`config.mk`:
```
export PLATFORM = sky130hd
export DESIGN_NAME = rlbs_fill_mem
export DESIGN_NICKNAME = d
export VERILOG_FILES = /design/src/rtl/core/rlbs_pkg.sv /design/src/rtl/core/rlbs_fill_mem.sv
export SDC_FILE = /design/constraint.sdc
export NUM_CORES = 1
export LEC_CHECK = 0
export ABC_AREA = 1
export BUFFER_PORTS_ARGS = -buffer_cell sky130_fd_sc_hd__buf_2
export CORE_MARGIN = 2
export CORE_UTILIZATION = 55
export DETAILED_ROUTE_END_ITERATION = 8
export PLACE_DENSITY = 0.73
export SLEW_MARGIN = 20
export SYNTH_ARGS = -nofsm -noshare
export SYNTH_HDL_FRONTEND = slang
export SYNTH_SLANG_ARGS = --single-unit
export TNS_END_PERCENT = 1
```
`constraint.sdc`:
```
create_clock -name clock -period 5.2 [get_ports clock]
set_clock_uncertainty 0.2 [all_clocks]
set_input_delay 1.04 -clock clock [delete_from_list [all_inputs] [get_ports clock]]
set_output_delay 1.04 -clock clock [all_outputs]
set_load 0.03 [all_outputs]
```
`src/rtl/core/rlbs_pkg.sv`:
```
// ----------------------------------------------------------------------------
// rlbs_pkg
// Shared sizes, codes and port bundles of the run length blob store.
// ----------------------------------------------------------------------------
package rlbs_pkg;

   localparam int MAX_ROWS         = 64;
   localparam int MAX_RUNS_PER_ROW = 16;
   localparam int COORD_BITS       = 12;

   localparam int ROW_BITS    = $clog2(MAX_ROWS);
   localparam int SLOT_BITS   = $clog2(MAX_RUNS_PER_ROW);
   localparam int FILL_BITS   = SLOT_BITS + 1;
   localparam int ADDR_BITS   = ROW_BITS + SLOT_BITS;
   localparam int STORE_DEPTH = MAX_ROWS * MAX_RUNS_PER_ROW;
   localparam int RUN_BITS    = 2 * COORD_BITS;

   localparam int OP_BITS        = 2;
   localparam int READ_ROW_BITS  = 6;
   localparam int READ_SLOT_BITS = 4;
   localparam int STATUS_BITS    = 3;
   localparam int RUN_TOT_BITS   = 11;
   localparam int PIXEL_BITS     = 23;

   localparam logic [OP_BITS-1:0] OP_ADD   = 2'd0;
   localparam logic [OP_BITS-1:0] OP_CLEAR = 2'd1;
   localparam logic [OP_BITS-1:0] OP_READ  = 2'd2;

   localparam logic [STATUS_BITS-1:0] ST_OK          = 3'd0;
   localparam logic [STATUS_BITS-1:0] ST_NOT_ADJ     = 3'd1;
   localparam logic [STATUS_BITS-1:0] ST_ROW_FULL    = 3'd2;
   localparam logic [STATUS_BITS-1:0] ST_HEIGHT_FULL = 3'd3;
   localparam logic [STATUS_BITS-1:0] ST_BAD_RUN     = 3'd4;
   localparam logic [STATUS_BITS-1:0] ST_BAD_READ    = 3'd5;

   typedef struct packed {
      logic [ROW_BITS-1:0]  rd_addr;
      logic                 wr_en;
      logic [ROW_BITS-1:0]  wr_addr;
      logic [FILL_BITS-1:0] wr_data;
      logic                 clr;
   } fill_req_type;

   typedef struct packed {
      logic                 rd_en;
      logic [ADDR_BITS-1:0] rd_addr;
      logic                 wr_en;
      logic [ADDR_BITS-1:0] wr_addr;
      logic [RUN_BITS-1:0]  wr_data;
   } run_req_type;

endpackage

```
`src/rtl/core/rlbs_fill_mem.sv`:
```
// ----------------------------------------------------------------------------
// rlbs_fill_mem
// Run count per row slot, with valid bits so that reset and clear empty
// every slot at once.
// ----------------------------------------------------------------------------
module rlbs_fill_mem (
   input  logic                            clock,
   input  logic                            reset,
   input  rlbs_pkg::fill_req_type          fill_req,
   output logic [rlbs_pkg::FILL_BITS-1:0]  rd_fill
);

   logic [rlbs_pkg::FILL_BITS-1:0] fill_mem [rlbs_pkg::MAX_ROWS];
   logic [rlbs_pkg::MAX_ROWS-1:0]  valid_ff;
   logic [rlbs_pkg::FILL_BITS-1:0] rd_data_ff;
   logic                           rd_valid_ff;

   always_ff @(posedge clock) begin
      if (reset) begin
         valid_ff <= '0;
      end else if (fill_req.clr) begin
         valid_ff <= '0;
      end else if (fill_req.wr_en) begin
         valid_ff[fill_req.wr_addr] <= 1'b1;
      end
   end

   always_ff @(posedge clock) begin
      if (fill_req.wr_en) begin
         fill_mem[fill_req.wr_addr] <= fill_req.wr_data;
      end
      rd_data_ff <= fill_mem[fill_req.rd_addr];
   end

   always_ff @(posedge clock) begin
      if (reset) begin
         rd_valid_ff <= 1'b0;
      end else begin
         rd_valid_ff <= valid_ff[fill_req.rd_addr];
      end
   end

   assign rd_fill = rd_valid_ff ? rd_data_ff : '0;

endmodule

```
==> impl_metrics.xml <==
<?xml version="1.0" encoding="UTF-8"?>
<metrics>
  <group name="worst_setup_path">
    <metric name="worst-endpoint-arrival" unit="ns">3.28</metric>
    <metric name="critPathLaunch" unit="">fill_req[14]</metric>
    <metric name="worstSetupPathType" unit="">input pin to flip-flop</metric>
    <metric name="critical_path.reg2reg.endpoint" unit="">rd_data_ff[0]</metric>
    <metric name="register_to_register_path_setup_slack" unit="ns">3.56</metric>
    <metric name="cp-end-kind" unit="">flip-flop</metric>
    <metric name="worst_r2r_path_depth" unit="">8</metric>
    <metric name="crit_fanout" unit="">42</metric>
    <metric name="critPathLaunchType" unit="">input pin</metric>
    <metric name="critical_path.reg2reg.startpoint" unit="">fill_mem[37][0]</metric>
    <metric name="worstPathRequired" unit="ns">5.48</metric>
  </group>
  <group name="clock_network">
    <metric name="cts_made_buffers" unit="">39</metric>
    <metric name="insertion_delay" unit="ns">0.53</metric>
    <metric name="tritoncts" unit="">done</metric>
    <metric name="cts.sinks" unit="">390</metric>
    <metric name="cts-resized-gates" unit="">0</metric>
    <metric name="clk_tree_root_cell" unit="">clkbuf_16</metric>
    <metric name="cts.repair_timing.setup_buffer_count" unit="">0</metric>
    <metric name="holdBufCountCts" unit="">0</metric>
    <metric name="cts-htree-levels" unit="">2</metric>
    <metric name="clockBufferDepth" unit="">3</metric>
    <metric name="clock_pin_slew_on_the_worst_setup_and_hold_paths" unit="ns">0.06</metric>
  </group>
  <group name="route">
    <metric name="drt_iter0_drc" unit="">1577</metric>
    <metric name="dr.pass1.iters" unit="">6</metric>
    <metric name="detail_route.wl_per_cell" unit="um">19.68</metric>
    <metric name="vias" unit="">11010</metric>
    <metric name="finalWirelength" unit="um">38030</metric>
    <metric name="drcViolationCount" unit="">0</metric>
    <metric name="routed_via_density" unit="">5.697</metric>
    <metric name="drt.antenna.violating_nets" unit="">0</metric>
  </group>
  <group name="power_and_ir_drop">
    <metric name="sequentialPowerShare" unit="%">52.7</metric>
    <metric name="ir_drop_worst_vdd" unit="mV">0.2961</metric>
    <metric name="combinationalPowerShare" unit="%">6.0</metric>
    <metric name="total_switching_power" unit="mW">1.434</metric>
    <metric name="clockPowerShare" unit="%">41.3</metric>
    <metric name="p_sw_share" unit="%">22.18</metric>
    <metric name="internal_dissipation" unit="mW">5.031</metric>
    <metric name="power_density" unit="nW/um^2">371.7</metric>
    <metric name="power_leakage" unit="nW">6.219</metric>
    <metric name="design_power_total" unit="mW">6.465</metric>
  </group>
  <group name="yosys">
    <metric name="count_of_state_elements_after_synthesis" unit="">390</metric>
    <metric name="synth_top_family_by_area" unit="">simple AND/OR/NAND/NOR gates</metric>
    <metric name="synth_xor_xnor_area_share" unit="%">0</metric>
    <metric name="netlist.area_leader.share" unit="%">60.47</metric>
    <metric name="netlist_area" unit="sq um">15890</metric>
    <metric name="synth_nets" unit="">1547</metric>
    <metric name="yosys.area_share.simple" unit="%">23.34</metric>
    <metric name="ys_seq_area_share" unit="%">69.29</metric>
    <metric name="adder_cell_share_of_the_synthesized_area" unit="%">0</metric>
    <metric name="synth_top_cells_by_area" unit="">edfxtp_1 (60%), nand2_1 (9.3%), dfxtp_1 (8.8%)</metric>
    <metric name="yosys-mux-area-fraction" unit="%">0</metric>
    <metric name="synth-compound-area-share" unit="%">3.141</metric>
    <metric name="synthDominantAreaCellType" unit="">edfxtp_1</metric>
    <metric name="ys_types" unit="">20</metric>
    <metric name="synth.avg_cell_area" unit="sq um">10.41</metric>
    <metric name="yosysWarningCount" unit="">0</metric>
    <metric name="post_synth_inst_count" unit="">1526</metric>
  </group>
  <group name="die">
    <metric name="design.portCount" unit="">26</metric>
    <metric name="dieArea" unit="sq um">30270</metric>
    <metric name="floorplan.initialDensity" unit="%">55.67</metric>
    <metric name="die_w" unit="um">174.0</metric>
    <metric name="coreArea" unit="sq um">28550</metric>
    <metric name="floorplan.die.height" unit="um">174.0</metric>
    <metric name="row_count" unit="">62</metric>
  </group>
  <group name="flow_run">
    <metric name="max_cap_violations" unit="">0</metric>
  </group>
  <group name="timing">
    <metric name="worst-slew-pin-transition" unit="ns">0.8880</metric>
    <metric name="fmax" unit="MHz">333.2</metric>
    <metric name="slew_viol_final" unit="">0</metric>
    <metric name="finalSetupTns" unit="ns">0</metric>
    <metric name="max-slew-margin-rel" unit="%">40.80</metric>
    <metric name="hold_viol_final" unit="">0</metric>
    <metric name="layout_min_cycle_time" unit="ns">3.001</metric>
    <metric name="post_route_fraction_of_the_period_consumed_by_the_critical_path" unit="%">57.72</metric>
    <metric name="final-setup-viol-count" unit="">0</metric>
    <metric name="setup_ws" unit="ns">2.199</metric>
    <metric name="rsz0062_at_grt" unit="">false</metric>
  </group>
  <group name="global_routing">
    <metric name="grt_first_pass_wirelength" unit="um">59720</metric>
    <metric name="global_route_usage_over_all_layers" unit="%">25.56</metric>
    <metric name="number_of_global_route_vias_before_repair" unit="">10730</metric>
    <metric name="number_of_antenna_violations_at_the_first_check_in_global_routing" unit="">0</metric>
    <metric name="globalRoute.totalOverflow" unit="">0</metric>
    <metric name="grt_max_degree" unit="">165</metric>
  </group>
  <group name="finish">
    <metric name="final_cell_area" unit="sq um">17390</metric>
    <metric name="diodes" unit="">0</metric>
    <metric name="area_delta_synth_final" unit="%">9.456</metric>
    <metric name="layout-drive-gt1-share" unit="%">6.202</metric>
    <metric name="final_nets" unit="">1540</metric>
  </group>
  <group name="placement">
    <metric name="hpwlAfterDp" unit="um">21910</metric>
    <metric name="portBuffers" unit="">25</metric>
    <metric name="gpl.final_weighted_congestion" unit="">0.9105</metric>
    <metric name="preCtsSetupSlack" unit="ns">1.617</metric>
    <metric name="placed_area" unit="sq um">16180</metric>
  </group>
  <group name="worst_hold_path">
    <metric name="worst_hold_path.endpoint" unit="">valid_ff[45]</metric>
    <metric name="min_path_type" unit="">flip-flop to flip-flop</metric>
    <metric name="worst_hold_startpoint" unit="">valid_ff[45]</metric>
    <metric name="min_delay_path_depth" unit="">2</metric>
  </group>
  <group name="run_status">
    <metric name="outcome" unit="">finished clean</metric>
  </group>
</metrics>
==> flip-flops by register name, indices dropped and copies added (netlist names) <==
name	count
fill_mem	320
valid_ff	64
rd_data_ff	5
rd_valid_ff	1
==> cells in the mapped netlist <==
cell,number
a21oi_1,26
buf_1,12
buf_2,35
buf_4,13
buf_6,6
clkbuf_1,20
clkinv_1,1
dfxtp_1,70
edfxtp_1,320
inv_1,53
inv_2,1
inv_4,1
nand2_1,392
nand3_1,254
nor2_1,237
nor3_1,14
o21ai_0,44
o21ai_1,11
o22ai_1,15
or2_2,1
==> layout by cell type, fill, tap and decap left out, drive strengths merged <==
| cell type | count |
|---|---|
| clkinvlp | 3 |
| nor3 | 14 |
| dfxtp | 70 |
| buf | 38 |
| a21oi | 26 |
| clkbuf | 56 |
| inv | 55 |
| nor2 | 237 |
| o22ai | 15 |
| bufinv | 1 |
| o21ai | 55 |
| nand2 | 392 |
| edfxtp | 320 |
| or2 | 1 |
| clkinv | 11 |
| nand3 | 254 |
==> stage by stage <==
step,std cells,util [%],hold slack (ns)
finish,1932,60.93,0.2677
floorplan,1526,-,0.2402
detailed placement,1862,56.68,0.2585
global route,1932,60.93,0.2904
CTS,1932,60.92,0.2727
global placement,1862,56.68,0.2492
==> critical path, cell delays in order <==
cell     delay, ns
buf_4         0.25
inv_2         0.69
buf_12        0.32
o21ai_0       0.15
o22ai_1       0.21
o21ai_1       0.12
o21ai_1       0.18
nand3_1       0.16
nand2_1       0.09
==> power by group through the flow <==
stage | Sequential (mW) | Clock, mW | Combinational [mW]
2_1_floorplan | 3.47 | 0 | 0.238
3_3_place_gp | 3.47 | 0 | 0.373
3_5_place_dp | 3.47 | 0 | 0.379
4_1_cts | 3.41 | 2.69 | 0.382
5_1_grt | 3.41 | 2.83 | 0.423
6_report | 3.41 | 2.67 | 0.387
==> kinds of logic after synthesis <==
group                  Yosys count
AND/OR/NAND/NOR                898
flip-flops                     390
buffers and inverters          142
AO/OA/AOI/OAI                   96
==> area by class of cell <==
class / instances / area, sq um
Multi-Input combinational cell: 994 / 4208
Fill cell: 2341 / 11150
Tap cell: 384 / 480.5
Sequential cell: 390 / 11010
Clock inverter: 14 / 98.84
Clock buffer: 56 / 1112
Timing Repair Buffer: 38 / 269.0
Inverter: 56 / 215.2
==> worst max path at each step <==
stage                       to  slack, ns  cells past startpoint
3_5_place_dp       rd_valid_ff       1.62                     11
4_1_cts            rd_valid_ff       2.16                     11
2_1_floorplan  fill_mem[55][0]       2.82                      4
5_1_grt          rd_data_ff[0]       2.05                      9
3_3_place_gp     rd_data_ff[0]       1.63                     11
6_report         rd_data_ff[0]       2.20                      9
==> layer usage <==
metal	vias up	GRT usage, %	routed length [um]
li1	5175	-	-
met1	5241	35.08	15280
met2	502	41.90	18420
met3	89	3.850	3163
met4	0	9.209	1164
met5	-	0	0
Note: power is estimated with default switching activity, not from simulation.
